===== src/rtl/life_generation_step_unit_defines.svh =====
// Assertion macros shared by the life generation step unit.
`ifndef LIFE_GENERATION_STEP_UNIT_DEFINES_SVH
`define LIFE_GENERATION_STEP_UNIT_DEFINES_SVH

// Same-cycle implication: whenever ante holds, cons holds in that cycle.
`define LGS_ASSERT_SAME(label, clk, rst, ante, cons, msg) \
   label: assert property (@(posedge clk) disable iff (rst) (ante) |-> (cons)) \
      else $error(msg);

// Next-cycle implication: whenever ante holds, cons holds in the next cycle.
`define LGS_ASSERT_NEXT(label, clk, rst, ante, cons, msg) \
   label: assert property (@(posedge clk) disable iff (rst) (ante) |=> (cons)) \
      else $error(msg);

`endif


===== src/rtl/lgs_ram.sv =====
// Generic single-write, single-read RAM with registered read data.
module lgs_ram #(
   parameter int WIDTH = 8,
   parameter int DEPTH = 16,
   localparam int AW = (DEPTH > 1) ? $clog2(DEPTH) : 1
) (
   input  logic             clock,
   input  logic             wr_en,
   input  logic [AW-1:0]    wr_addr,
   input  logic [WIDTH-1:0] wr_data,
   input  logic             rd_en,
   input  logic [AW-1:0]    rd_addr,
   output logic [WIDTH-1:0] rd_data
);

   logic [WIDTH-1:0] mem_ff [DEPTH];
   logic [WIDTH-1:0] rd_data_ff;

   always_ff @(posedge clock) begin
      if (wr_en) begin
         mem_ff[wr_addr] <= wr_data;
      end
      if (rd_en) begin
         rd_data_ff <= mem_ff[rd_addr];
      end
   end

   assign rd_data = rd_data_ff;

endmodule


===== config.mk =====
export PLATFORM = sky130hd
export DESIGN_NAME = lgs_ram
export DESIGN_NICKNAME = d
export VERILOG_FILES = /design/src/rtl/life_generation_step_unit_defines.svh /design/src/rtl/lgs_ram.sv
export SDC_FILE = /design/constraint.sdc
export NUM_CORES = 1
export LEC_CHECK = 0
export ABC_AREA = 1
export BUFFER_PORTS_ARGS = -buffer_cell sky130_fd_sc_hd__buf_2
export CORE_MARGIN = 2
export CORE_UTILIZATION = 40
export CTS_BUF_LIST = sky130_fd_sc_hd__clkbuf_4 sky130_fd_sc_hd__clkbuf_8
export DETAILED_ROUTE_END_ITERATION = 12
export GPL_ROUTABILITY_DRIVEN = 0
export HOLD_SLACK_MARGIN = 0.1
export PLACE_DENSITY = 0.62
export SLEW_MARGIN = 30
export SYNTH_ARGS = -nofsm -noshare
export SYNTH_HDL_FRONTEND = slang
export SYNTH_SLANG_ARGS = --single-unit

===== constraint.sdc =====
create_clock -name clock -period 1.3 [get_ports clock]
set_clock_uncertainty 0.05 [all_clocks]
set_input_delay 0.13 -clock clock [delete_from_list [all_inputs] [get_ports clock]]
set_output_delay 0.13 -clock clock [all_outputs]
set_load 0.02 [all_outputs]

After elaboration in Yosys (flattened, before gate mapping). Memory sizes are Yosys's and may differ from the RTL's. A register that Yosys moved wholly into a read port is not among the register bits. Index checks and enable logic that the tools add are counted.

Memory bits (writable): 128. Memories kept: 1. Register bits after elaboration: 0. Input bits: 19. Output and inout port bits: 8.

Muxes and demuxes: 2.

Memories: mem_ff (depth 16, width 8, rd ports 1, clocked after memory_dff 1, write ports 1, line lgs_ram.sv:16) `logic [WIDTH-1:0] mem_ff [DEPTH];`.

Operator list (number): $mux W1 (2).

Logic depth before layout (Yosys ltp).
Depth after elaboration: 2. Depth in mapped cells: 8.

Worst setup path after synthesis. No wires, ideal clock.

Path kind: input-to-reg. From: in wr_addr[2]. To: mem mem_ff[10][0] (enable). Buffers on the path: 0. Path slack: 169 ps. Cell stages on the path: 2. Arrival: 711 ps. Cells stage by stage: nand3b_1 -> nor2_1.

RTL lines: start: declaration (line lgs_ram.sv:9) `input logic [AW-1:0] wr_addr,`; end: declaration (line lgs_ram.sv:16).

No word-level cell before the write port.

==> impl_metrics.tcl <==
set metrics [dict create \
    dieArea_sq_um 15600 \
    start_kind "flip-flop" \
    power.leakage_nw 2.96 \
    maxCapViolCount 0 \
    row_count 44 \
    swShare_pct 21.3 \
    drt-initial-drc-count 326 \
    design_area_sq_um 6850 \
    grt.overflow.total 0 \
    final.setup.tns_ns 0 \
    dpl-instance-area_sq_um 6340 \
    hold_ws_ns 0.159 \
    fp.dieH_microns 125 \
    synthesis.nets 570 \
    synth_top_area_share_pct 69.8 \
    ios 27 \
    wl_per_cell_microns 16.1 \
    hp-class "in2reg" \
    fp.coreArea_sq_um 14400 \
    wl_microns 13000 \
    rsz0062_at_grt "false" \
    yosysUniqueCellTypes 11 \
    initial_core_util_pct 40.5 \
    fmax_mhz 824 \
    ant_nets 0 \
    synth_cells 551 \
    antenna_found_initial 0 \
    cts_root_buffer "clkbuf_8" \
    combinationalPowerShare_pct 7.3 \
    grt_pass1_wl_microns 20900 \
    relSlewSlack_pct 73.3 \
    mappedNetlistArea_sq_um 5850 \
    syn_avg_cell_area_sq_um 10.6 \
    vias 3882 \
    tightest_slew_ns 0.400 \
    final_cell_mix "nand2_1 (173), edfxtp_1 (136), inv_1 (100)" \
    clock_path_buffers 2 \
    firstDrtPassIters 5 \
    run_status "finished, final reports clean" \
    period_needed_ns 1.21 \
    viasPerCell 4.80 \
    synth_top_area_cell "edfxtp_1" \
    fp.dieW_microns 125 \
    final_common_cell "nand2_1" \
    grt_max_degree 38 \
    cts.sinks 136 \
    nets 630 \
    numCtsBuffers 17 \
    setup_viol_count_final 0 \
    crit_required_ns 1.44 \
    slowest_delay_ns 0.37 \
    clkPwrFrac_pct 39.3 \
    io_buffers 26 \
    crit_path_frequent_cell "nand3_1" \
    htree_levels 4 \
    crit_chain "inv_1 -> nand2_1 -> nand3_1 -> nand3_1 -> nand3_1 -> nand2_1" \
    worst_slack_ns 0.0868 \
    yosys_warnings 0 \
    num_antenna_cells 0 \
    path_class "reg2reg" \
    worst_ep_arrival_time_ns 1.36 \
    ys_ff_latch 136 \
    post-place-ws_ns -0.0552 \
    grt_pass1_vias 3840 \
    seq_area_frac_synth_pct 69.8 \
    power.internal_mw 7.31 \
    area_growth_pct 17.2 \
    dp_hpwl_microns 8290 \
    crit_fanout 1 \
    finalMaxSlewViolations 0 \
    track_usage_pct 17.8 \
    path_clk_slew_ns 0.07 \
    p_seq_share_pct 53.4 \
    netlist_top_cells_area "edfxtp_1 (70%), nand2_1 (11%), nand3_1 (8.3%)" \
    endpoint_kind "flip-flop" \
    p_per_area_nw_per_um2 1360 \
    finalHoldViolations 0 \
    slowest_stage "edfxtp_1" \
    route.detailed.drc 0 \
    power.switching_mw 1.98 \
    vdd.ir_drop.worst_v 0.000638 \
    drive_above_1_share_pct 14.1 \
    finalCritPeriodShare_pct 93.3 \
    clk_latency_ns 0.45 \
    cts_setup_buffers 0 \
    cts_tree "done" \
    finalPower_mw 9.29 \
]
-- synthesized netlist by cell type --
master,number
nand2_1,173
edfxtp_1,136
inv_1,100
nand3_1,97
nor2_1,17
buf_2,13
buf_6,6
buf_4,4
inv_2,2
nand3b_1,2
buf_1,1
-- layer usage --
layer / global-route usage [%] / routed length [microns] / share of wire [%]
met1: 23.7 / 5690 / 44
met2: 28.6 / 6330 / 49
met3: 4.12 / 762 / 5.8
met4: 6.99 / 256 / 2.0
met5: 0 / 0 / 0
-- critical path: cells and delay by family (launching register included) --
kind / cells / cell delay (ns)
buffers and inverters: 1 / 0.06
DFF: 1 / 0.37
and+or+nand+nor: 5 / 0.48
-- cell families (layout without fill, tap and decap cells) --
| logic type | count (synthesis) | count (layout) | share of synthesized area [%] |
|---|---|---|---|
| AND/OR/NAND/NOR | 289 | 289 | 20.8 |
| buffers and inverters | 126 | 199 | 9.39 |
| flip-flops | 136 | 136 | 69.8 |
-- stage by stage --
step / instances / util [%]
after floorplan: 551 / -
after global placement: 767 / 44.0
after detailed placement: 767 / 44.0
after CTS: 808 / 47.5
after global routing: 808 / 47.5
final: 808 / 47.5
-- state kept, by name, summed over array words and instances (netlist names) --
register  flops
rd_data       8
mem_ff      128
-- worst paths after layout --
kind	slack, ns	cells after the start	start	endpoint
setup / recovery	0.09	6	mem_ff[1][3]$_DFFE_PP_	rd_data[3]$_DFFE_PP_
hold / removal	0.16	4	rd_addr[3]	rd_data[2]$_DFFE_PP_
setup reg to reg	0.09	6	mem_ff[1][3]$_DFFE_PP_	rd_data[3]$_DFFE_PP_
hold reg to reg	0.70	6	mem_ff[11][7]$_DFFE_PP_	rd_data[7]$_DFFE_PP_
-- power by group through the flow --
stage	clock network [mW]	registers, mW	logic [mW]
2_1_floorplan	0	5.08	0.346
3_3_place_gp	0	5.06	0.650
6_report	3.65	4.96	0.674
5_1_grt	3.89	4.97	0.756
4_1_cts	3.71	4.96	0.681
3_5_place_dp	0	5.06	0.658
-- repair_timing --
action | in CTS | in global routing
hold endpoints to repair | 136 | 0
hold buffers | 9 | 0
endpoints found under the setup margin | 0 | 1
resized for setup | 0 | 1
-- final cells by class --
type | instances | area (sq um)
Timing Repair Buffer | 65 | 520
Fill cell | 1327 | 7570
Clock inverter | 11 | 154
Tap cell | 184 | 230
Sequential cell | 136 | 4080
Inverter | 102 | 383
Clock buffer | 21 | 264
Multi-Input combinational cell | 289 | 1220
Note: power is estimated with default switching activity, not from simulation.
