===== src/rtl/life_generation_step_unit_defines.svh =====
// Assertion macros shared by the life generation step unit.
`ifndef LIFE_GENERATION_STEP_UNIT_DEFINES_SVH
`define LIFE_GENERATION_STEP_UNIT_DEFINES_SVH

// Same-cycle implication: whenever ante holds, cons holds in that cycle.
`define LGS_ASSERT_SAME(label, clk, rst, ante, cons, msg) \
   label: assert property (@(posedge clk) disable iff (rst) (ante) |-> (cons)) \
      else $error(msg);

// Next-cycle implication: whenever ante holds, cons holds in the next cycle.
`define LGS_ASSERT_NEXT(label, clk, rst, ante, cons, msg) \
   label: assert property (@(posedge clk) disable iff (rst) (ante) |=> (cons)) \
      else $error(msg);

`endif


===== src/rtl/lgs_pkg.sv =====
// Shared types and constants of the life generation step unit.
package lgs_pkg;

   localparam int OPC_W     = 2;
   localparam int POS_W     = 6;
   localparam int CFG_W     = 7;
   localparam int CSR_IDX_W = 1;
   localparam int NBR_W     = 4;

   localparam int MAX_ROWS_DEFAULT = 64;
   localparam int MAX_COLS_DEFAULT = 64;
   localparam int MIN_SIZE         = 3;

   localparam logic [CFG_W-1:0] ROWS_RESET = 7'd30;
   localparam logic [CFG_W-1:0] COLS_RESET = 7'd50;

   localparam logic [CSR_IDX_W-1:0] CSR_ROWS = 1'b0;
   localparam logic [CSR_IDX_W-1:0] CSR_COLS = 1'b1;

   localparam logic [NBR_W-1:0] SURVIVE_COUNT = 4'd2;
   localparam logic [NBR_W-1:0] BIRTH_COUNT   = 4'd3;

   typedef enum logic [OPC_W-1:0] {
      OP_WRITE = 2'd0,
      OP_READ  = 2'd1,
      OP_STEP  = 2'd2
   } opcode_type;

   typedef enum logic [2:0] {
      ST_IDLE,
      ST_MODIFY,
      ST_LOAD_FIRST,
      ST_LOAD_NEXT,
      ST_SWEEP,
      ST_WRITE,
      ST_RESPOND
   } state_type;

   typedef struct packed {
      logic load_first;
      logic load_next;
      logic shift;
   } sweep_ctrl_type;

endpackage


===== src/rtl/lgs_sweep.sv =====
// Row sweep datapath: three-row window shift lines and the shared neighbor count and rule unit.
module lgs_sweep #(
   parameter int MAX_COLS = lgs_pkg::MAX_COLS_DEFAULT,
   localparam int CS_W = $clog2(MAX_COLS + 1)
) (
   input  logic                   clock,
   input  lgs_pkg::sweep_ctrl_type ctrl,
   input  logic [MAX_COLS-1:0]    raw_row,
   input  logic                   below_border,
   input  logic [CS_W-1:0]        nc,
   output logic [MAX_COLS-1:0]    res_row
);
   import lgs_pkg::*;

   localparam int WW = MAX_COLS + 2;

   logic [MAX_COLS-1:0] col_mask;
   logic [MAX_COLS-1:0] prev_ff, prev_in;
   logic [MAX_COLS-1:0] cur_ff, cur_in;
   logic [WW-1:0]       win_p_ff, win_p_in;
   logic [WW-1:0]       win_c_ff, win_c_in;
   logic [WW-1:0]       win_n_ff, win_n_in;
   logic [MAX_COLS-1:0] raw_sh_ff, raw_sh_in;
   logic [MAX_COLS-1:0] mask_sh_ff, mask_sh_in;
   logic [MAX_COLS-1:0] res_ff, res_in;
   logic [NBR_W-1:0]    nbr_count;
   logic                self_alive;
   logic                cell_next;

   for (genvar c = 0; c < MAX_COLS; c++) begin : g_mask
      assign col_mask[c] = (c != 0) && (CS_W'(c + 1) < nc);
   end

   assign nbr_count = NBR_W'(win_p_ff[0]) + NBR_W'(win_p_ff[1]) + NBR_W'(win_p_ff[2])
                    + NBR_W'(win_c_ff[0]) + NBR_W'(win_c_ff[2])
                    + NBR_W'(win_n_ff[0]) + NBR_W'(win_n_ff[1]) + NBR_W'(win_n_ff[2]);
   assign self_alive = win_c_ff[1];

   always_comb begin
      if (mask_sh_ff[0]) begin
         cell_next = (nbr_count == BIRTH_COUNT) || (self_alive && (nbr_count == SURVIVE_COUNT));
      end else begin
         cell_next = raw_sh_ff[0];
      end
   end

   always_comb begin
      prev_in    = prev_ff;
      cur_in     = cur_ff;
      win_p_in   = win_p_ff;
      win_c_in   = win_c_ff;
      win_n_in   = win_n_ff;
      raw_sh_in  = raw_sh_ff;
      mask_sh_in = mask_sh_ff;
      res_in     = res_ff;
      if (ctrl.load_first) begin
         prev_in = '0;
         cur_in  = raw_row;
      end
      if (ctrl.load_next) begin
         win_p_in   = {1'b0, prev_ff, 1'b0};
         win_c_in   = {1'b0, cur_ff & col_mask, 1'b0};
         win_n_in   = below_border ? '0 : {1'b0, raw_row & col_mask, 1'b0};
         prev_in    = cur_ff & col_mask;
         raw_sh_in  = cur_ff;
         mask_sh_in = col_mask;
         cur_in     = raw_row;
      end
      if (ctrl.shift) begin
         win_p_in   = {1'b0, win_p_ff[WW-1:1]};
         win_c_in   = {1'b0, win_c_ff[WW-1:1]};
         win_n_in   = {1'b0, win_n_ff[WW-1:1]};
         raw_sh_in  = {1'b0, raw_sh_ff[MAX_COLS-1:1]};
         mask_sh_in = {1'b0, mask_sh_ff[MAX_COLS-1:1]};
         res_in     = {cell_next, res_ff[MAX_COLS-1:1]};
      end
   end

   always_ff @(posedge clock) begin
      prev_ff    <= prev_in;
      cur_ff     <= cur_in;
      win_p_ff   <= win_p_in;
      win_c_ff   <= win_c_in;
      win_n_ff   <= win_n_in;
      raw_sh_ff  <= raw_sh_in;
      mask_sh_ff <= mask_sh_in;
      res_ff     <= res_in;
   end

   assign res_row = res_ff;

endmodule


===== config.mk =====
export PLATFORM = sky130hd
export DESIGN_NAME = lgs_sweep
export DESIGN_NICKNAME = d
export VERILOG_FILES = /design/src/rtl/life_generation_step_unit_defines.svh /design/src/rtl/lgs_pkg.sv /design/src/rtl/lgs_sweep.sv
export SDC_FILE = /design/constraint.sdc
export NUM_CORES = 1
export LEC_CHECK = 0
export BUFFER_PORTS_ARGS = -buffer_cell sky130_fd_sc_hd__buf_2
export CELL_PAD_IN_SITES_DETAIL_PLACEMENT = 1
export CELL_PAD_IN_SITES_GLOBAL_PLACEMENT = 1
export CORE_MARGIN = 3
export CORE_UTILIZATION = 55
export DETAILED_ROUTE_END_ITERATION = 16
export PLACE_DENSITY_LB_ADDON = 0.1
export SLEW_MARGIN = 20
export SYNTH_ARGS = -nofsm -noshare
export SYNTH_HDL_FRONTEND = slang
export SYNTH_SLANG_ARGS = --single-unit

===== constraint.sdc =====
create_clock -name clock -period 15.5 [get_ports clock]
set_clock_uncertainty 0.1 [all_clocks]
set_input_delay 3.1 -clock clock [delete_from_list [all_inputs] [get_ports clock]]
set_output_delay 3.1 -clock clock [all_outputs]
set_load 0.05 [all_outputs]

; ---- Yosys cells after proc, flatten, opt, wreduce, memory -nomap -nowiden
; Cells that the tools add are included.
[totals]
regBits = 515
output_inout_bits = 64
wordCells = 106
[classes]
n_addsub = 7
order_cmp = 63
eq_ne = 2
mux = 16
bitwise = 2
reduce_logical = 4
[op_table]
columns = op, count
row1 = $mux 64, 6
row2 = $mux 65, 5
row3 = $mux 63, 4
row4 = $lt 6x7->1 const A, 32
row5 = $and 64x64->64, 2
row6 = $lt 5x7->1 const A, 16
row7 = $lt 4x7->1 const A, 8
row8 = $lt 3x7->1 const A, 4
row9 = $add 4x1->4, 6
row10 = $lt 2x7->1 const A, 2
row11 = $eq 4x2->1 const B, 2
row12 = $lt 7x7->1 const A, 1
row13 = $reduce_bool 2->1, 2
row14 = $add 1x1->2, 1
row15 = $logic_and 1x1->1, 1
row16 = $logic_or 1x1->1, 1
row17 = $mux 1, 1

; ---- Longest topological paths before layout
[depth]
word_depth = 11
mapped_depth = 8

; ---- Worst setup path before layout
; Ideal clock, no wire load.
[synth_timing]
path_kind = in2reg
from = input port ctrl[0] (netlist name)
to = register mask_sh_ff[0] (enable)
arrival_ns = 7.620
required_time_ns = 14.850
setup_slack_ns = 7.229
path_stages = 4
n_path_buf = 3
cell_sequence = buf_2 > buf_2 > buf_1 > or2_2
[synth_between]
elab_chain_len = 1
[synth_rtl]
columns = item, line_no
row1 = "start, declared", lgs_sweep.sv:7  ; input lgs_pkg::sweep_ctrl_type ctrl,
row2 = $reduce_bool 2->1 (no source line), n/a
row3 = "end signal, assigned", lgs_sweep.sv:86  ; mask_sh_ff <= mask_sh_in;
row4 = "end, declared", lgs_sweep.sv:24  ; logic [MAX_COLS-1:0] mask_sh_ff, mask_sh_in;
; Every way passes these cells.
; A chain may end at the register's enable or synchronous reset.

; ---- Final worst setup path
[layout_timing]
from = input port ctrl[0] (netlist name)
to = register raw_sh_ff[12] (enable)
[layout_between]
elab_chain_len = 1
[layout_rtl]
columns = item, line_no
row1 = $reduce_bool 2->1 (no source line), n/a
row2 = "end signal, assigned", lgs_sweep.sv:85  ; raw_sh_ff <= raw_sh_in;
row3 = "end, declared", lgs_sweep.sv:23  ; logic [MAX_COLS-1:0] raw_sh_ff, raw_sh_in;
; Every way passes these cells.

==> flow_summary_export.csv <==
group,metric,value,unit
status,outcome,"complete, no violations",
clock_network,cts_resized,0,
clock_network,cts_buffer_depth,3,
worst_hold_path,hp-class,"register to register",
power,peakVddDrop,93.56,uV
clock_network,path_clk_slew,0.06,ns
floorplanning,die_h,199.8,um
finish,fin_nets,1475,
setup_path,cp_top_family,"buffers and inverters",
timing,min_period,5.764,ns
setup_path,worst_ep_required_time,15.68,ns
routing,firstDrtPassIters,7,
run,max-cap-violations,0,
setup_path,startpoint_type,"input port",
grt,grt_max_degree,181,
routing,detail-route-antenna-nets,0,
floorplanning,ios,140,
finish,fillCellCount,3257,
power,leakage,8.724,nW
timing,timing.fmax,173.5,MHz
grt,grt_pass1_wl,72.72,mm
setup_path,critical_path.n_buffers_inverters,4,
clock_network,cts_tree,"built",
timing,fin_tns_setup,0,ns
timing,hold_viol_final,0,
synth,seq_area_frac_synth,0.7465,
finish,seqCellArea,15410,um^2
clock_network,cts_hold_buffers,0,
setup_path,crit_type,"input port to register",
synth,synth_area_per_cell,16.41,um^2
routing,wl_per_cell,25.22,um
setup_path,critPathMaxStageDelay,0.68,ns
floorplanning,row_count,70,
floorplanning,start_util,0.5614,
timing,finalCritPeriodShare,0.3719,
clock_network,numCtsBuffers,53,
setup_path,crit_arrival,5.94,ns
finish,num_antenna_cells,0,
clock_network,clock-root-buffer,"clkbuf_16",
clock_network,cts_setup_buffers,0,
grt,track_usage,0.2393,
setup_path,cp_common_cell,"buf_4",
setup_path,worst_path_max_delay_cell,"buf_4",
routing,viasPerCell,6.210,
routing,drt_iter0_drc,1065,
floorplanning,dieArea,39910,um^2
finish,synthToLayoutAreaGrowth,13.28,%
setup_path,crit_chain,"buf_8 -> or2_4 -> buf_4 -> buf_4 -> buf_12",
setup_path,path_max_fanout,98,
finish,drive_above_1_share,0.2631,
power,power.density,137.6,nW/um^2
synth,synth_edf_count,512,
grt,grt_pass1_vias,12280,
synth,syn-instance-count,1258,
timing,maxSlewViolCount,0,
clock_network,ctsHtreeMaxLevel,2,
synth,ys_ff_latch,514,
place,placed_cells,1802,
place,hpwl,28.79,mm
routing,drc_errors,0,
routing,finalWirelength,47.94,mm
place,routabilityCongestion,0.7691,
grt,antenna_found_initial,0,
grt,overflow,0,
finish,multiInputGateArea,4852,um^2
floorplanning,die_x,199.8,um
finish,fin_cells,1901,
timing,setup_viol,0,
timing,max_slew_margin,0.3434,
synth,yosys_warnings,0,
clock_network,cts.sinks,514,
timing,tightestPinTransition,0.9848,ns
floorplanning,fp.coreArea,36790,um^2
clock_network,insertion_delay,0.59,ns
timing,rsz0062_at_grt,"no",
place,io_buffers,139,
setup_path,end_kind,"register",
synth,syn_area,20650,um^2
synth,async_reset_ff_frac,0,
synth,synthDistinctLibCells,58,
synth,ys.flop_type,"edfxtp_1",
routing,num_vias,11810,
synth,syn_nets,1341,
[metrics by stage]
stage                     hold slack, ns  instance area (um^2)  utilization  power [mW]  setup slack, ns
after global placement            0.3269                 21720       0.5905       2.041            9.070
after floorplan                   0.3460                 20650            -       1.959            7.229
after CTS                         0.3480                 23320       0.6339       3.246            9.657
final                             0.3431                 23390       0.6359       3.220            9.736
after global routing              0.3626                 23390       0.6359       3.338            9.504
after detailed placement          0.3295                 21720       0.5905       2.062            9.016
[layout by cell type (no fill, tap or decap), types with 21 or more instances in the layout]
cell       instances
buf_2            138
a32o_1            74
a22o_1            29
nor2b_1           21
nor2_1            33
and3_1            41
clkbuf_16         55
nand2_1          120
o21ai_0           74
edfxtp_1         512
a21o_1            28
mux2_2           129
[layer usage]
metal	up-vias	global-route usage	share of wire
met5	-	0	0
met4	0	0.05712	0.017
met3	63	0.03844	0.063
met2	429	0.3968	0.49
met1	6087	0.3394	0.43
li1	5226	-	-
[worst register-to-register path, delay by kind of cell, from the launching register on]
family	cells	cell delay [ns]
simple gates	1	0.20
buf+inv	1	0.06
flops	1	0.42
compound gates	2	0.44
fa+ha+maj	4	1.68
[registers in the layout (all words and copies together), names as in the netlist]
name and count:
win_c_ff 65, res_row 64, win_n_ff 65, win_p_ff 65
raw_sh_ff 64, cur_ff 64, mask_sh_ff 64, prev_ff 63
[path summary, 6_finish.rpt]
path | from | end | cells past startpoint | slack, ns
worst max-delay path | ctrl[0] | raw_sh_ff[12] | 5 | 9.74
worst min-delay path | res_row[22] | res_row[21] | 0 | 0.34
worst max register to register | win_p_ff[2] | res_row[63] | 8 | 12.40
worst min register to register | res_row[22] | res_row[21] | 0 | 0.34
[synthesized netlist by cell type, drive strengths merged (2+ instances only)]
library cell,count,area (um^2)
edfxtp,512,15370
mux2,129,1453
nand2,120,450.4
o21ai,83,415.4
a32o,74,740.7
and3,41,256.5
clkbuf,41,156.4
buf,37,201.4
nor2,35,133.9
a22o,29,254.0
a21o,28,210.2
nor2b,21,131.4
and2,13,81.33
a21oi,9,48.80
inv,9,33.78
o31ai,6,50.05
a31o,5,43.79
nor3,5,30.03
o211ai,5,37.54
or2,5,31.28
fa,4,80.08
or3,4,30.03
a31oi,3,18.77
ha,3,37.54
nand2b,3,18.77
nor3b,3,22.52
o41ai,3,26.28
a41o,2,20.02
and4bb,2,25.02
dfxtp,2,40.04
nand3,2,10.01
nand4bb,2,22.52
nor4,2,12.51
o21a,2,15.01
o22ai,2,12.51
[power breakdown]
part | switching, mW | internal, mW
Clock | 0.511 | 0.669
Combinational | 0.180 | 0.106
Sequential | 0.0519 | 1.70
[area by class of cell]
class / instances / area share
Timing Repair Buffer: 157 / 0.03872
Clock buffer: 74 / 0.06402
Sequential cell: 514 / 0.6590
Multi-Input combinational cell: 656 / 0.2074
Inverter: 10 / 0.001605
Clock inverter: 22 / 0.004226
Tap cell: 468 / 0.02503
[cell families after synthesis]
family,share of synthesized area
adder cells (fa/ha/maj),0.005696
AO/OA/AOI/OAI,0.09440
buffers and inverters,0.01915
AND/OR/NAND/NOR,0.06392
multiplexers,0.07035
flip-flops,0.7465
No activity file was read; power rests on OpenSTA's default activity.
