File: src/rtl/life_generation_step_unit_defines.svh
// Assertion macros shared by the life generation step unit.
`ifndef LIFE_GENERATION_STEP_UNIT_DEFINES_SVH
`define LIFE_GENERATION_STEP_UNIT_DEFINES_SVH

// Same-cycle implication: whenever ante holds, cons holds in that cycle.
`define LGS_ASSERT_SAME(label, clk, rst, ante, cons, msg) \
   label: assert property (@(posedge clk) disable iff (rst) (ante) |-> (cons)) \
      else $error(msg);

// Next-cycle implication: whenever ante holds, cons holds in the next cycle.
`define LGS_ASSERT_NEXT(label, clk, rst, ante, cons, msg) \
   label: assert property (@(posedge clk) disable iff (rst) (ante) |=> (cons)) \
      else $error(msg);

`endif

File: src/rtl/lgs_pkg.sv
// Shared types and constants of the life generation step unit.
package lgs_pkg;

   localparam int OPC_W     = 2;
   localparam int POS_W     = 6;
   localparam int CFG_W     = 7;
   localparam int CSR_IDX_W = 1;
   localparam int NBR_W     = 4;

   localparam int MAX_ROWS_DEFAULT = 64;
   localparam int MAX_COLS_DEFAULT = 64;
   localparam int MIN_SIZE         = 3;

   localparam logic [CFG_W-1:0] ROWS_RESET = 7'd30;
   localparam logic [CFG_W-1:0] COLS_RESET = 7'd50;

   localparam logic [CSR_IDX_W-1:0] CSR_ROWS = 1'b0;
   localparam logic [CSR_IDX_W-1:0] CSR_COLS = 1'b1;

   localparam logic [NBR_W-1:0] SURVIVE_COUNT = 4'd2;
   localparam logic [NBR_W-1:0] BIRTH_COUNT   = 4'd3;

   typedef enum logic [OPC_W-1:0] {
      OP_WRITE = 2'd0,
      OP_READ  = 2'd1,
      OP_STEP  = 2'd2
   } opcode_type;

   typedef enum logic [2:0] {
      ST_IDLE,
      ST_MODIFY,
      ST_LOAD_FIRST,
      ST_LOAD_NEXT,
      ST_SWEEP,
      ST_WRITE,
      ST_RESPOND
   } state_type;

   typedef struct packed {
      logic load_first;
      logic load_next;
      logic shift;
   } sweep_ctrl_type;

endpackage

File: src/rtl/lgs_if.sv
// Channel interfaces of the life generation step unit: request, response, register write.
interface lgs_req_if;
   import lgs_pkg::*;

   logic             valid;
   logic             ready;
   logic [OPC_W-1:0] opcode;
   logic [POS_W-1:0] cell_row;
   logic [POS_W-1:0] cell_col;
   logic             alive_in;

   modport source (output valid, output opcode, output cell_row, output cell_col,
                   output alive_in, input ready);
   modport sink (input valid, input opcode, input cell_row, input cell_col,
                 input alive_in, output ready);
endinterface

interface lgs_rsp_if;
   logic valid;
   logic ready;
   logic alive_out;
   logic status;

   modport source (output valid, output alive_out, output status, input ready);
   modport sink (input valid, input alive_out, input status, output ready);
endinterface


File: src/rtl/lgs_seq.sv
// Sequencer: request decode, cell read-modify-write, generation row loop, response register.
module lgs_seq #(
   parameter int MAX_ROWS = lgs_pkg::MAX_ROWS_DEFAULT,
   parameter int MAX_COLS = lgs_pkg::MAX_COLS_DEFAULT,
   localparam int RS_W = $clog2(MAX_ROWS + 1),
   localparam int CS_W = $clog2(MAX_COLS + 1),
   localparam int RA_W = $clog2(MAX_ROWS),
   localparam int CA_W = $clog2(MAX_COLS)
) (
   input  logic                    clock,
   input  logic                    reset,
   lgs_req_if.sink                 req,
   lgs_rsp_if.source               rsp,
   input  logic [RS_W-1:0]         nr,
   input  logic [CS_W-1:0]         nc,
   output logic                    ram_wr_en,
   output logic [RA_W-1:0]         ram_wr_addr,
   output logic [MAX_COLS-1:0]     ram_wr_data,
   output logic                    ram_rd_en,
   output logic [RA_W-1:0]         ram_rd_addr,
   input  logic [MAX_COLS-1:0]     ram_rd_data,
   output lgs_pkg::sweep_ctrl_type sweep_ctrl,
   output logic                    below_border,
   output logic [MAX_COLS-1:0]     raw_row,
   input  logic [MAX_COLS-1:0]     res_row
);
   import lgs_pkg::*;

   localparam int W1    = (RS_W > CS_W) ? RS_W : CS_W;
   localparam int CMP_W = ((W1 > POS_W) ? W1 : POS_W) + 1;

   state_type           state_ff, state_in;
   logic [OPC_W-1:0]    op_ff, op_in;
   logic [RA_W-1:0]     row_ff, row_in;
   logic [CA_W-1:0]     col_ff, col_in;
   logic                alive_ff, alive_in;
   logic                res_alive_ff, res_alive_in;
   logic                res_status_ff, res_status_in;
   logic                rsp_valid_ff, rsp_valid_in;
   logic                rsp_alive_ff, rsp_alive_in;
   logic                rsp_status_ff, rsp_status_in;
   logic                rd_vld_ff, rd_vld_in;
   logic [MAX_ROWS-1:0] row_valid_ff, row_valid_in;

   logic                req_xfer;
   logic                rsp_free;
   logic                interior;
   logic                cell_op;
   logic                last_row;
   logic                sweep_done;
   logic [CMP_W-1:0]    r_ext, c_ext, nr_ext, nc_ext;
   logic [CMP_W-1:0]    row_p1, row_p2;
   logic [MAX_COLS-1:0] mod_row;

   assign req_xfer = req.valid && req.ready;
   assign rsp_free = !rsp_valid_ff || rsp.ready;

   assign r_ext    = CMP_W'(req.cell_row);
   assign c_ext    = CMP_W'(req.cell_col);
   assign nr_ext   = CMP_W'(nr);
   assign nc_ext   = CMP_W'(nc);
   assign interior = (r_ext != '0) && ((r_ext + CMP_W'(1)) < nr_ext)
                  && (c_ext != '0) && ((c_ext + CMP_W'(1)) < nc_ext);
   assign cell_op  = (req.opcode == OP_WRITE) || (req.opcode == OP_READ);

   assign row_p1     = CMP_W'(row_ff) + CMP_W'(1);
   assign row_p2     = CMP_W'(row_ff) + CMP_W'(2);
   assign last_row   = row_p2 >= nr_ext;
   assign sweep_done = col_ff == CA_W'(MAX_COLS - 1);

   assign raw_row = rd_vld_ff ? ram_rd_data : '0;

   always_comb begin
      mod_row         = raw_row;
      mod_row[col_ff] = alive_ff;
   end

   // next state
   always_comb begin
      state_in = state_ff;
      unique case (state_ff)
         ST_IDLE: begin
            if (req_xfer) begin
               case (req.opcode) inside
                  OP_WRITE, OP_READ: state_in = interior ? ST_MODIFY : ST_RESPOND;
                  OP_STEP:           state_in = ST_LOAD_FIRST;
                  default:           state_in = ST_RESPOND;
               endcase
            end
         end
         ST_MODIFY:     state_in = ST_RESPOND;
         ST_LOAD_FIRST: state_in = ST_LOAD_NEXT;
         ST_LOAD_NEXT:  state_in = ST_SWEEP;
         ST_SWEEP:      state_in = sweep_done ? ST_WRITE : ST_SWEEP;
         ST_WRITE:      state_in = last_row ? ST_RESPOND : ST_LOAD_NEXT;
         ST_RESPOND:    state_in = rsp_free ? ST_IDLE : ST_RESPOND;
         default:       state_in = ST_IDLE;
      endcase
   end

   // outputs
   always_comb begin
      req.ready    = 1'b0;
      ram_wr_en    = 1'b0;
      ram_wr_addr  = row_ff;
      ram_wr_data  = res_row;
      ram_rd_en    = 1'b0;
      ram_rd_addr  = row_ff;
      sweep_ctrl   = '0;
      below_border = last_row;
      unique case (state_ff)
         ST_IDLE: begin
            req.ready = 1'b1;
            if (req.valid) begin
               if (req.opcode == OP_STEP) begin
                  ram_rd_en   = 1'b1;
                  ram_rd_addr = RA_W'(1);
               end else if (cell_op && interior) begin
                  ram_rd_en   = 1'b1;
                  ram_rd_addr = RA_W'(req.cell_row);
               end
            end
         end
         ST_MODIFY: begin
            ram_wr_en   = op_ff == OP_WRITE;
            ram_wr_data = mod_row;
         end
         ST_LOAD_FIRST: begin
            sweep_ctrl.load_first = 1'b1;
            ram_rd_en             = 1'b1;
            ram_rd_addr           = row_p1[RA_W-1:0];
         end
         ST_LOAD_NEXT: sweep_ctrl.load_next = 1'b1;
         ST_SWEEP:     sweep_ctrl.shift = 1'b1;
         ST_WRITE: begin
            ram_wr_en = 1'b1;
            if (!last_row) begin
               ram_rd_en   = 1'b1;
               ram_rd_addr = row_p2[RA_W-1:0];
            end
         end
         ST_RESPOND: ;
         default: ;
      endcase
   end

   // datapath registers
   always_comb begin
      op_in         = op_ff;
      row_in        = row_ff;
      col_in        = col_ff;
      alive_in      = alive_ff;
      res_alive_in  = res_alive_ff;
      res_status_in = res_status_ff;
      rsp_alive_in  = rsp_alive_ff;
      rsp_status_in = rsp_status_ff;
      rsp_valid_in  = rsp_valid_ff;
      row_valid_in  = row_valid_ff;
      rd_vld_in     = ram_rd_en ? row_valid_ff[ram_rd_addr] : rd_vld_ff;
      if (rsp.ready) begin
         rsp_valid_in = 1'b0;
      end
      if (ram_wr_en) begin
         row_valid_in[ram_wr_addr] = 1'b1;
      end
      unique case (state_ff)
         ST_IDLE: begin
            if (req_xfer) begin
               op_in         = req.opcode;
               row_in        = (req.opcode == OP_STEP) ? RA_W'(1) : RA_W'(req.cell_row);
               col_in        = CA_W'(req.cell_col);
               alive_in      = req.alive_in;
               res_alive_in  = 1'b0;
               res_status_in = cell_op && !interior;
            end
         end
         ST_MODIFY: begin
            if (op_ff == OP_READ) begin
               res_alive_in = raw_row[col_ff];
            end
         end
         ST_LOAD_NEXT: col_in = '0;
         ST_SWEEP:     col_in = col_ff + CA_W'(1);
         ST_WRITE:     row_in = row_p1[RA_W-1:0];
         ST_RESPOND: begin
            if (rsp_free) begin
               rsp_valid_in  = 1'b1;
               rsp_alive_in  = res_alive_ff;
               rsp_status_in = res_status_ff;
            end
         end
         default: ;
      endcase
   end

   always_ff @(posedge clock) begin
      if (reset) begin
         state_ff     <= ST_IDLE;
         rsp_valid_ff <= 1'b0;
         row_valid_ff <= '0;
         rd_vld_ff    <= 1'b0;
      end else begin
         state_ff     <= state_in;
         rsp_valid_ff <= rsp_valid_in;
         row_valid_ff <= row_valid_in;
         rd_vld_ff    <= rd_vld_in;
      end
   end

   always_ff @(posedge clock) begin
      op_ff         <= op_in;
      row_ff        <= row_in;
      col_ff        <= col_in;
      alive_ff      <= alive_in;
      res_alive_ff  <= res_alive_in;
      res_status_ff <= res_status_in;
      rsp_alive_ff  <= rsp_alive_in;
      rsp_status_ff <= rsp_status_in;
   end

   assign rsp.valid     = rsp_valid_ff;
   assign rsp.alive_out = rsp_alive_ff;
   assign rsp.status    = rsp_status_ff;

endmodule

File: src/flat_wrapper.sv
// flat-port wrapper written by rule: the top's interface ports become plain ports
module lgs_seq_flat import lgs_pkg::*;
#(
   parameter int MAX_ROWS = lgs_pkg::MAX_ROWS_DEFAULT,
   parameter int MAX_COLS = lgs_pkg::MAX_COLS_DEFAULT,
   localparam int RS_W = $clog2(MAX_ROWS + 1),
   localparam int CS_W = $clog2(MAX_COLS + 1),
   localparam int RA_W = $clog2(MAX_ROWS),
   localparam int CA_W = $clog2(MAX_COLS)
)
  (clock, reset, nr, nc, ram_wr_en, ram_wr_addr, ram_wr_data, ram_rd_en, ram_rd_addr, ram_rd_data, sweep_ctrl, below_border, raw_row, res_row, req_valid, req_opcode, req_cell_row, req_cell_col, req_alive_in, req_ready, rsp_valid, rsp_alive_out, rsp_status, rsp_ready);
  lgs_req_if req_i ();
  lgs_rsp_if rsp_i ();
  input  logic clock;
  input  logic reset;
  input  logic [RS_W-1:0] nr;
  input  logic [CS_W-1:0] nc;
  output logic ram_wr_en;
  output logic [RA_W-1:0] ram_wr_addr;
  output logic [MAX_COLS-1:0] ram_wr_data;
  output logic ram_rd_en;
  output logic [RA_W-1:0] ram_rd_addr;
  input  logic [MAX_COLS-1:0] ram_rd_data;
  output lgs_pkg::sweep_ctrl_type sweep_ctrl;
  output logic below_border;
  output logic [MAX_COLS-1:0] raw_row;
  input  logic [MAX_COLS-1:0] res_row;
  input wire logic [$bits(req_i.valid)-1:0] req_valid;
  input wire logic [$bits(req_i.opcode)-1:0] req_opcode;
  input wire logic [$bits(req_i.cell_row)-1:0] req_cell_row;
  input wire logic [$bits(req_i.cell_col)-1:0] req_cell_col;
  input wire logic [$bits(req_i.alive_in)-1:0] req_alive_in;
  output wire logic [$bits(req_i.ready)-1:0] req_ready;
  output wire logic [$bits(rsp_i.valid)-1:0] rsp_valid;
  output wire logic [$bits(rsp_i.alive_out)-1:0] rsp_alive_out;
  output wire logic [$bits(rsp_i.status)-1:0] rsp_status;
  input wire logic [$bits(rsp_i.ready)-1:0] rsp_ready;
  assign req_i.valid = req_valid;
  assign req_i.opcode = req_opcode;
  assign req_i.cell_row = req_cell_row;
  assign req_i.cell_col = req_cell_col;
  assign req_i.alive_in = req_alive_in;
  assign req_ready = req_i.ready;
  assign rsp_valid = rsp_i.valid;
  assign rsp_alive_out = rsp_i.alive_out;
  assign rsp_status = rsp_i.status;
  assign rsp_i.ready = rsp_ready;
  lgs_seq #(.MAX_ROWS(MAX_ROWS), .MAX_COLS(MAX_COLS)) u_core (.clock(clock), .reset(reset), .req(req_i), .rsp(rsp_i), .nr(nr), .nc(nc), .ram_wr_en(ram_wr_en), .ram_wr_addr(ram_wr_addr), .ram_wr_data(ram_wr_data), .ram_rd_en(ram_rd_en), .ram_rd_addr(ram_rd_addr), .ram_rd_data(ram_rd_data), .sweep_ctrl(sweep_ctrl), .below_border(below_border), .raw_row(raw_row), .res_row(res_row));
endmodule
File: config.mk
export PLATFORM = sky130hd
export DESIGN_NAME = lgs_seq_flat
export DESIGN_NICKNAME = d
export VERILOG_FILES = /design/src/rtl/life_generation_step_unit_defines.svh /design/src/rtl/lgs_pkg.sv /design/src/rtl/lgs_if.sv /design/src/rtl/lgs_seq.sv /design/src/flat_wrapper.sv
export SDC_FILE = /design/constraint.sdc
export NUM_CORES = 1
export LEC_CHECK = 0
export BUFFER_PORTS_ARGS = -buffer_cell sky130_fd_sc_hd__buf_2
export CORE_MARGIN = 4
export CORE_UTILIZATION = 26
export CTS_CLUSTER_SIZE = 8
export DETAILED_ROUTE_END_ITERATION = 8
export PLACE_DENSITY = 0.59
export SKIP_CTS_REPAIR_TIMING = 1
export SLEW_MARGIN = 30
export SYNTH_ARGS = -nofsm -noshare
export SYNTH_HDL_FRONTEND = slang
export SYNTH_SLANG_ARGS = --single-unit
File: constraint.sdc
create_clock -name clock -period 5.4 [get_ports clock]
set_input_delay 0.54 -clock clock [delete_from_list [all_inputs] [get_ports clock]]
set_output_delay 0.54 -clock clock [all_outputs]
set_load 0.01 [all_outputs]
Yosys cells after proc, flatten, opt, wreduce, memory -nomap -nowiden

Cells that the tools add are included.

Output and inout bits: 150
Word-level logic and storage cells: 109
Register bits: 88
Input port bits: 161

Reductions and logical operators: 26
Bitwise operators: 1
Add/subtract/negate cells: 5
Order comparisons: 8
Equal/unequal tests: 12
Muxes and demuxes: 45

Operators by type and width:

| kind                | number |
|---|---|
| $mux 64             | 2 |
| $bwmux 64           | 1 |
| $or 64x64->64       | 1 |
| $mux 6              | 7 |
| $pmux 6 s3          | 2 |
| $lt 6x7->1 const B  | 3 |
| $pmux 3 s7          | 1 |
| $mux 1              | 18 |
| $mux 3              | 6 |
| $lt 8x7->1          | 2 |
| $reduce_bool 8->1   | 2 |
| $add 6x1->7 const B | 2 |
| $add 6x1->6 const B | 2 |
| $bmux 1 s6          | 2 |
| $demux 1 s6         | 2 |
| $ge 6x1->1 const B  | 2 |
| $pmux 6 s2          | 1 |
| $eq 3x3->1 const B  | 3 |
| $ge 8x7->1          | 1 |
| $logic_and 1x1->1   | 8 |
| $reduce_and 2->1    | 4 |
| $add 6x2->7 const B | 1 |
| $eq 3x2->1 const B  | 2 |
| $eq 6x6->1 const B  | 1 |
| other kinds (14)    | 21 |

Depth between registers and ports, before layout

Gate-level depths: netlist of run 1.

Depth after elaboration: 12
Depth in mapped cells: 18
Gate-level depth less buffers: 16

Worst setup path after synthesis of run 1

No wires, ideal clock.

Path type: register to register
From: register u_core.row_ff[1], in the netlist u_core.ram_wr_addr[1]
To: register u_core.rd_vld_ff
Path buffers: 1
Cell stages (with the launch flop): 17
Required time: 5.269 ns
Clock period less this slack: 4.118 ns
Arrival: 3.988 ns
Library setup time: 0.131 ns
Path slack: 1.282 ns
Path through: edfxtp_1 > ha_1 > clkbuf_1 > nand3_1 > xnor2_1 > ha_1 > and2_1 > a221o_1 > a31oi_1 > inv_1 > nand2_1 > nor3b_1 > a2bb2oi_2 > inv_2 > mux2_2 > a2111oi_0 > o41ai_1

Cells in the longest elaborated chain, start to end: 6
Elaborated cells on any way between the ends: 12
Classes of those cells: 2 x add/sub; 1 x order compare; 9 x mux

RTL lines:

| what                         | line               | source |
|---|---|---|
| start: declaration           | lgs_seq.sv:34      | `logic [RA_W-1:0] row_ff, row_in;` |
| start signal: assignment     | lgs_seq.sv:212     | `row_ff <= row_in;` |
| $add 6x2->7                  | lgs_seq.sv:67      | `assign row_p2 = CMP_W'(row_ff) + CMP_W'(2);` |
| $ge 8x7->1                   | lgs_seq.sv:68      | `assign last_row = row_p2 >= nr_ext;` |
| via below_border             | flat_wrapper.sv:25 | `output logic below_border;` |
| $mux 6                       | lgs_seq.sv:137     | `if (!last_row) begin` |
| $pmux 6 s3                   | lgs_seq.sv:111     | `unique case (state_ff)` |
| via ram_rd_addr[2]           | flat_wrapper.sv:22 | `output logic [RA_W-1:0] ram_rd_addr;` |
| $bmux 1 s6                   | lgs_seq.sv:159     | `rd_vld_in = ram_rd_en ? row_valid_ff[ram_rd_addr] : rd_vld_ff;` |
| $mux 1 (implied by the code) | lgs_seq.sv:159     |  |
| end signal: assignment       | lgs_seq.sv:206     | `rd_vld_ff <= rd_vld_in;` |
| end: declaration             | lgs_seq.sv:42      | `logic rd_vld_ff, rd_vld_in;` |

The timed path passes the listed nets, and every way through them passes these cells. The select of a mux whose other input is x is not followed.
A chain may end at the register's enable or synchronous reset.

Worst setup path after layout of run 1

From: register u_core.row_ff[1], in the netlist u_core.ram_wr_addr[1]
To: output ram_rd_addr[5]

Cells in the longest elaborated chain, start to end: 4
Elaborated cells on any way between the ends: 5
Classes of those cells: 2 x add/sub; 1 x order compare; 2 x mux

RTL lines:

| what             | line |
|---|---|
| $add 6x2->7      | lgs_seq.sv:67 |
| $ge 8x7->1       | lgs_seq.sv:68 |
| $mux 6           | lgs_seq.sv:137 |
| $pmux 6 s3 (*)   | lgs_seq.sv:111 |
| end: declaration | flat_wrapper.sv:22 |

Mark *: on every way between the ends. The rest lies on a longest branch, timed or not.

==> results of run 1 <==
worst paths after layout:
path                       end  cells after the start             startpoint  slack (ns)
max             ram_rd_addr[5]                     13  u_core.ram_wr_addr[1]        0.64
min            u_core.alive_ff                      1           req_alive_in        0.37
max reg2reg   u_core.rd_vld_ff                     15  u_core.ram_wr_addr[1]        0.71
min reg2reg  u_core.rsp.status                      0   u_core.res_status_ff        0.41
registers in the layout (all words and copies together), names as in the netlist:
name                  count
u_core.res_alive_ff       1
u_core.rsp.status         1
u_core.rsp.alive_out      1
u_core.row_valid_ff      64
u_core.op_ff              2
u_core.ram_wr_addr        6
u_core.rsp.valid          1
u_core.col_ff             6
u_core.state_ff           3
u_core.alive_ff           1
u_core.res_status_ff      1
u_core.rd_vld_ff          1
cell type report:
class | instances | area, um^2
antenna | 3 | 7.51
sequential | 88 | 1950
inverter | 86 | 323
clock inverter | 5 | 40.0
fill | 3152 | 19000
tap | 384 | 480
multi-input combinational | 834 | 4980
clock buffer | 10 | 239
timing repair buffer | 324 | 1670
per-layer routing:
metal / up-vias / track usage / part of all wire
li1: 4379 / - / -
met1: 4259 / 0.243 / 0.39
met2: 458 / 0.349 / 0.48
met3: 90 / 0.0331 / 0.078
met4: 0 / 0.0879 / 0.044
met5: - / 0 / 0
cells in the final DEF, fill, tap and decap left out, types with 6 or more instances in the layout:
cell type and instances:
nand2b_1 6, a221o_1 6, o21ai_0 26, xor2_1 7, a31oi_1 64, nand3_1 17
o221ai_1 6, buf_2 310, and2_1 17, a21oi_1 192, buf_4 13, a221oi_1 6
clkbuf_16 9, nor2_1 160, ha_1 29, xnor2_1 12, nor2b_1 7, a22oi_1 6
mux2i_1 43, edfxtp_1 19, o31ai_1 6, nand2_1 96, nor3_1 8, o22ai_1 16
and3_1 19, inv_1 83, dfxtp_1 68
power breakdown:
group | total, W | internal (W) | switching [W] | leakage (nW)
registers | 0.000903 | 0.000739 | 0.000164 | 0.738
clock network | 0.000590 | 0.000326 | 0.000265 | 0.139
logic | 0.00221 | 0.000759 | 0.00145 | 3.97
total | 0.00370 | 0.00182 | 0.00188 | 4.84
through the flow:
| stage | std cells | power [W] | util |
|---|---|---|---|
| after floorplan | 1099 | 0.00227 | - |
| after global placement | 1716 | 0.00309 | 0.327 |
| after detailed placement | 1716 | 0.00310 | 0.328 |
| after CTS | 1731 | 0.00370 | 0.337 |
| after global routing | 1733 | 0.00396 | 0.338 |
| final | 1734 | 0.00370 | 0.338 |
logic make-up (layout without fill, tap and decap cells):
| logic type | Yosys count | after routing | share of synthesized area |
|---|---|---|---|
| AO/OA/AOI/OAI | 372 | 372 | 0.298 |
| XOR/XNOR | 19 | 19 | 0.0220 |
| adder cells (fa/ha/maj) | 29 | 29 | 0.0479 |
| buffers and inverters | 177 | 425 | 0.0902 |
| flip-flops | 88 | 88 | 0.258 |
| multiplexers | 49 | 49 | 0.0658 |
| other | 0 | 3 | 0 |
| AND/OR/NAND/NOR | 365 | 365 | 0.218 |
cell usage after synthesis, types with 4 or more instances:
cell	count
a21oi_1	192
nor2_1	162
nand2_1	96
inv_1	83
clkbuf_1	81
dfxtp_1	69
a31oi_1	64
mux2i_1	43
ha_1	29
o21ai_0	27
and3_1	19
edfxtp_1	19
and2_1	17
nand3_1	17
o22ai_1	16
xnor2_1	12
nor3_1	11
nor2b_1	8
xor2_1	7
a221o_1	6
a221oi_1	6
a22oi_1	6
nand2b_1	6
o221ai_1	6
o31ai_1	6
buf_1	5
mux2_2	5
nand4_1	5
nor3b_1	5
o211ai_1	5
a211o_1	4
nand3b_1	4
or3b_2	4
==> impl_metrics.json, run 1 <==
{
  "drt_iter0_markers": 830,
  "clockBufferDepth": 2,
  "ant_nets": 0,
  "num_vias": 9186,
  "cts_tree": "built",
  "clk_latency_ns": 0.35,
  "maxCapViolations": 0,
  "synth-seq-cells": 88,
  "critPathLaunchType": "flip-flop",
  "die_w_um": 179,
  "start_util": 0.264,
  "fmax_mhz": 210,
  "avgSynthCellArea_um2": 6.89,
  "final-setup-viol-count": 0,
  "yosysTopAreaCell": "dfxtp_1",
  "dieArea_um2": 31900,
  "cp.arrival_ns": 4.22,
  "leakage_nw": 4.84,
  "place_area_um2": 9400,
  "max_stage_delay_ns": 0.54,
  "synth_top_area_frac": 0.182,
  "slew_violations": 0,
  "antenna_found_initial": 5,
  "numPortBuffers": 310,
  "synth_ff_type": "dfxtp_1",
  "vdd_drop_max_uv": 210,
  "dp_slack_ns": 0.665,
  "design_area_um2": 9690,
  "clkTransAtPathRegs_ns": 0.07,
  "hpwl_mm": 26.9,
  "grt_pass1_vias": 8251,
  "whs_ns": 0.375,
  "place_congestion": 0.926,
  "holdCritPathClass": "input pin to flip-flop",
  "rsz0062_at_grt": "false",
  "crit_chain": "ha_1 -> nand3_1 -> xnor2_1 -> ha_1 -> and2_1 -> a221o_1 -> a31oi_1 -> inv_1 -> nand2_1 -> nand2_1 -> a221oi_1 -> nand2_1 -> buf_2",
  "rows": 62,
  "cts_max_level": 3,
  "synth_cell_types": 68,
  "finalClockSkew_ns": 0.00919,
  "synth_fp_nets": 1289,
  "drc": 0,
  "netlist_instances": 1099,
  "routed_via_density": 5.30,
  "first_pass_iters": 5,
  "netlist_area_um2": 7570,
  "gr-total-overflow": 0,
  "path_max_fanout": 8,
  "synth-async-reset-ratio": 0,
  "final.period_utilization": 0.881,
  "clockRootBuffer": "clkbuf_16",
  "area_growth_pct": 28.0,
  "design.final.nets": 1533,
  "min_period_ns": 4.76,
  "grt_max_degree": 131,
  "yosysSeqAreaShare": 0.258,
  "path_common_cell": "nand2_1",
  "worst_slack_ns": 0.640,
  "synth_area_leaders": "dfxtp_1, a21oi_1, nor2_1",
  "core_um2": 28700,
  "die_h_um": 179,
  "routed_wl_mm": 34.2,
  "final-hold-violation-count": 0,
  "ios": 311,
  "worstPathRequired_ns": 4.86,
  "yosys_warnings": 0,
  "numCtsBuffers": 9,
  "cts.sinks": 88,
  "end_kind": "output pin",
  "grt_pass1_wl_mm": 49.3,
  "criticalPathCategory": "flip-flop to output pin",
  "cp_slowest_cell": "edfxtp_1",
  "path_delay_family": "compound AO/OA/AOI/OAI gates",
  "gr-usage-all-layers": 0.200,
  "power_density_nw_per_um2": 382,
  "wl_per_cell_um": 19.7,
  "slew_headroom": 0.383,
  "tns_ns": 0,
  "drive_gt1_frac": 0.274,
  "critPathBufInv": 2,
  "status": "complete, no violations",
  "tightest_slew_ns": 0.926,
  "synth-edff-count": 19
}
(Power assumes the default switching activity.)
==> inputs of run 2 (changes only) <==
--- a/config.mk
+++ b/config.mk
@@ -12,6 +12,7 @@
 export DETAILED_ROUTE_END_ITERATION = 8
 export PLACE_DENSITY = 0.59
 export SKIP_CTS_REPAIR_TIMING = 1
+export SKIP_LAST_GASP = 1
 export SLEW_MARGIN = 30
 export SYNTH_ARGS = -nofsm -noshare
 export SYNTH_HDL_FRONTEND = slang
==> constraint.sdc (replaced) <==
create_clock -name clock -period 5.39 [get_ports clock]
set_input_delay 0.539 -clock clock [delete_from_list [all_inputs] [get_ports clock]]
set_output_delay 0.539 -clock clock [all_outputs]
set_load 0.01 [all_outputs]
==> run 2 against run 1 <==
  * Clock power is 11% higher
  * Wire length is 0.33% lower
  * Global-route usage is 0.27 points lower
  * Clock skew increased by 0.0013 ns
  * First-iteration DRC count grew 1.2%
  * Core utilization up 0.11 points
  * Register-to-register slack improved by 0.05 ns
  * Via count shrank 0.77%
  * Highest routed layer is now met5
==> impl_metrics.json, run 2 (synthesized netlist as in run 1, its figures left out) <==
{
  "largest_reg_flops": 64,
  "rsz0062_at_grt": "false",
  "cts_max_level": 3,
  "clockBufferDepth": 2,
  "area_growth_pct": 28.4,
  "gr-total-overflow": 0,
  "criticalPathCategory": "flip-flop to output pin",
  "die_w_um": 179,
  "num_vias": 9115,
  "final.period_utilization": 0.870,
  "holdCritPathClass": "input pin to flip-flop",
  "min_to": "u_core.alive_ff",
  "most-common-layout-cells": "buf_2, a21oi_1, nor2_1, nand2_1, inv_1",
  "use_met2": 0.343,
  "cp_slowest_cell": "edfxtp_1",
  "grt_pass1_vias": 7966,
  "layout_commonest_cell": "buf_2",
  "gr-usage-all-layers": 0.198,
  "critPathLaunchType": "flip-flop",
  "drt_iter0_markers": 840,
  "hpwl_mm": 26.8,
  "min_period_ns": 4.69,
  "regToRegSetupSlack_ns": 0.76,
  "wl_per_cell_um": 19.7,
  "drc": 0,
  "use_met1": 0.239,
  "tns_ns": 0,
  "final-hold-violation-count": 0,
  "start_util": 0.264,
  "path_max_fanout": 10,
  "worstPathRequired_ns": 4.85,
  "slew_violations": 0,
  "ios": 311,
  "clockRootBuffer": "clkbuf_16",
  "grt_max_degree": 131,
  "top_register": "u_core.row_valid_ff",
  "antenna_found_initial": 6,
  "numCtsBuffers": 9,
  "numPortBuffers": 310,
  "die_h_um": 179,
  "r2r_end": "u_core.rd_vld_ff",
  "fmax_mhz": 213,
  "ant_nets": 0,
  "clk_latency_ns": 0.35,
  "vdd_drop_max_uv": 229,
  "maxCapViolations": 0,
  "tightest_slew_ns": 0.981,
  "reg2reg_from": "u_core.ram_wr_addr[1]",
  "routed_wl_mm": 34.1,
  "leakage_nw": 4.85,
  "max_stage_delay_ns": 0.54,
  "slew_headroom": 0.343,
  "dieArea_um2": 31900,
  "worst_hold_path.num_cells": 1,
  "core_um2": 28700,
  "met3_usage": 0.0384,
  "whs_ns": 0.364,
  "holdCritStartpoint": "req_alive_in",
  "rows": 62,
  "first_pass_iters": 6,
  "clkTransAtPathRegs_ns": 0.06,
  "grt_pass1_wl_mm": 48.4,
  "finalClockSkew_ns": 0.0105,
  "power_density_nw_per_um2": 388,
  "reg2reg_depth": 15,
  "cp.arrival_ns": 4.15,
  "path_common_cell": "ha_1",
  "n_fill_cell": 3107,
  "final-setup-viol-count": 0,
  "cts_tree": "built",
  "routed_via_density": 5.25,
  "place_congestion": 0.923,
  "design.final.nets": 1533,
  "top_usage_layer": "met2",
  "crit_chain": "ha_1 -> nand3_1 -> xnor2_1 -> ha_1 -> and2_1 -> a221o_1 -> a31oi_1 -> inv_1 -> nand2_1 -> nor3b_1 -> a2bb2oi_2 -> inv_2 -> buf_2",
  "drive_gt1_frac": 0.273,
  "finish.utilization": 0.339,
  "cts.sinks": 88,
  "status": "complete, no violations",
  "end_kind": "output pin"
}
==> run 2: per-layer routing <==
metal	wire [um]	up-vias
met5	13	-
met4	1260	2
met3	2780	69
met2	16600	472
met1	13500	4193
li1	-	4379
==> run 2: critical path, delay by kind of cell, from the launching register on <==
| family | cells | cell delay [ns] |
|---|---|---|
| XOR/XNOR | 1 | 0.24 |
| buffers and inverters | 3 | 0.50 |
| adder cells (fa/ha/maj) | 2 | 0.64 |
| AND/OR/NAND/NOR | 4 | 0.75 |
| AO/OA/AOI/OAI | 3 | 1.13 |
| flip-flops | 1 | 0.54 |
==> run 2: layout make-up <==
class                           count  area (um^2)  area share
Antenna cell                        4         10.0     0.00103
Clock inverter                      5         61.3     0.00630
Inverter                           86          323      0.0332
Tap cell                          384          480      0.0494
Timing Repair Buffer              324         1670       0.172
Clock buffer                       10          250      0.0257
Multi-Input combinational cell    834         4980       0.512
Sequential cell                    88         1950       0.201
==> run 2: where the power goes <==
part | total, W | switching, W | internal (W)
registers | 0.000903 | 0.000163 | 0.000741
clock network | 0.000655 | 0.000267 | 0.000387
logic | 0.00221 | 0.00145 | 0.000760
==> run 2: metrics by stage <==
stage	instances	power [W]	instance area (um^2)	setup slack, ns
floorplan	1099	0.00228	7570	1.27
detailed placement	1716	0.00311	9400	0.657
global placement	1716	0.00309	9390	0.807
finish	1735	0.00377	9720	0.700
global route	1734	0.00402	9720	0.332
CTS	1731	0.00377	9710	0.776
==> run 2: how the worst max path moves through the flow <==
stage / start / end
6_report: u_core.ram_wr_addr[1] / ram_rd_addr[2]
5_1_grt: u_core.ram_wr_addr[1] / u_core.rd_vld_ff
4_1_cts: u_core.ram_wr_addr[1] / ram_rd_addr[5]
3_5_place_dp: req_cell_col[2] / u_core.rd_vld_ff
3_3_place_gp: req_cell_col[2] / u_core.rd_vld_ff
2_1_floorplan: u_core.ram_wr_addr[1] / u_core.rd_vld_ff
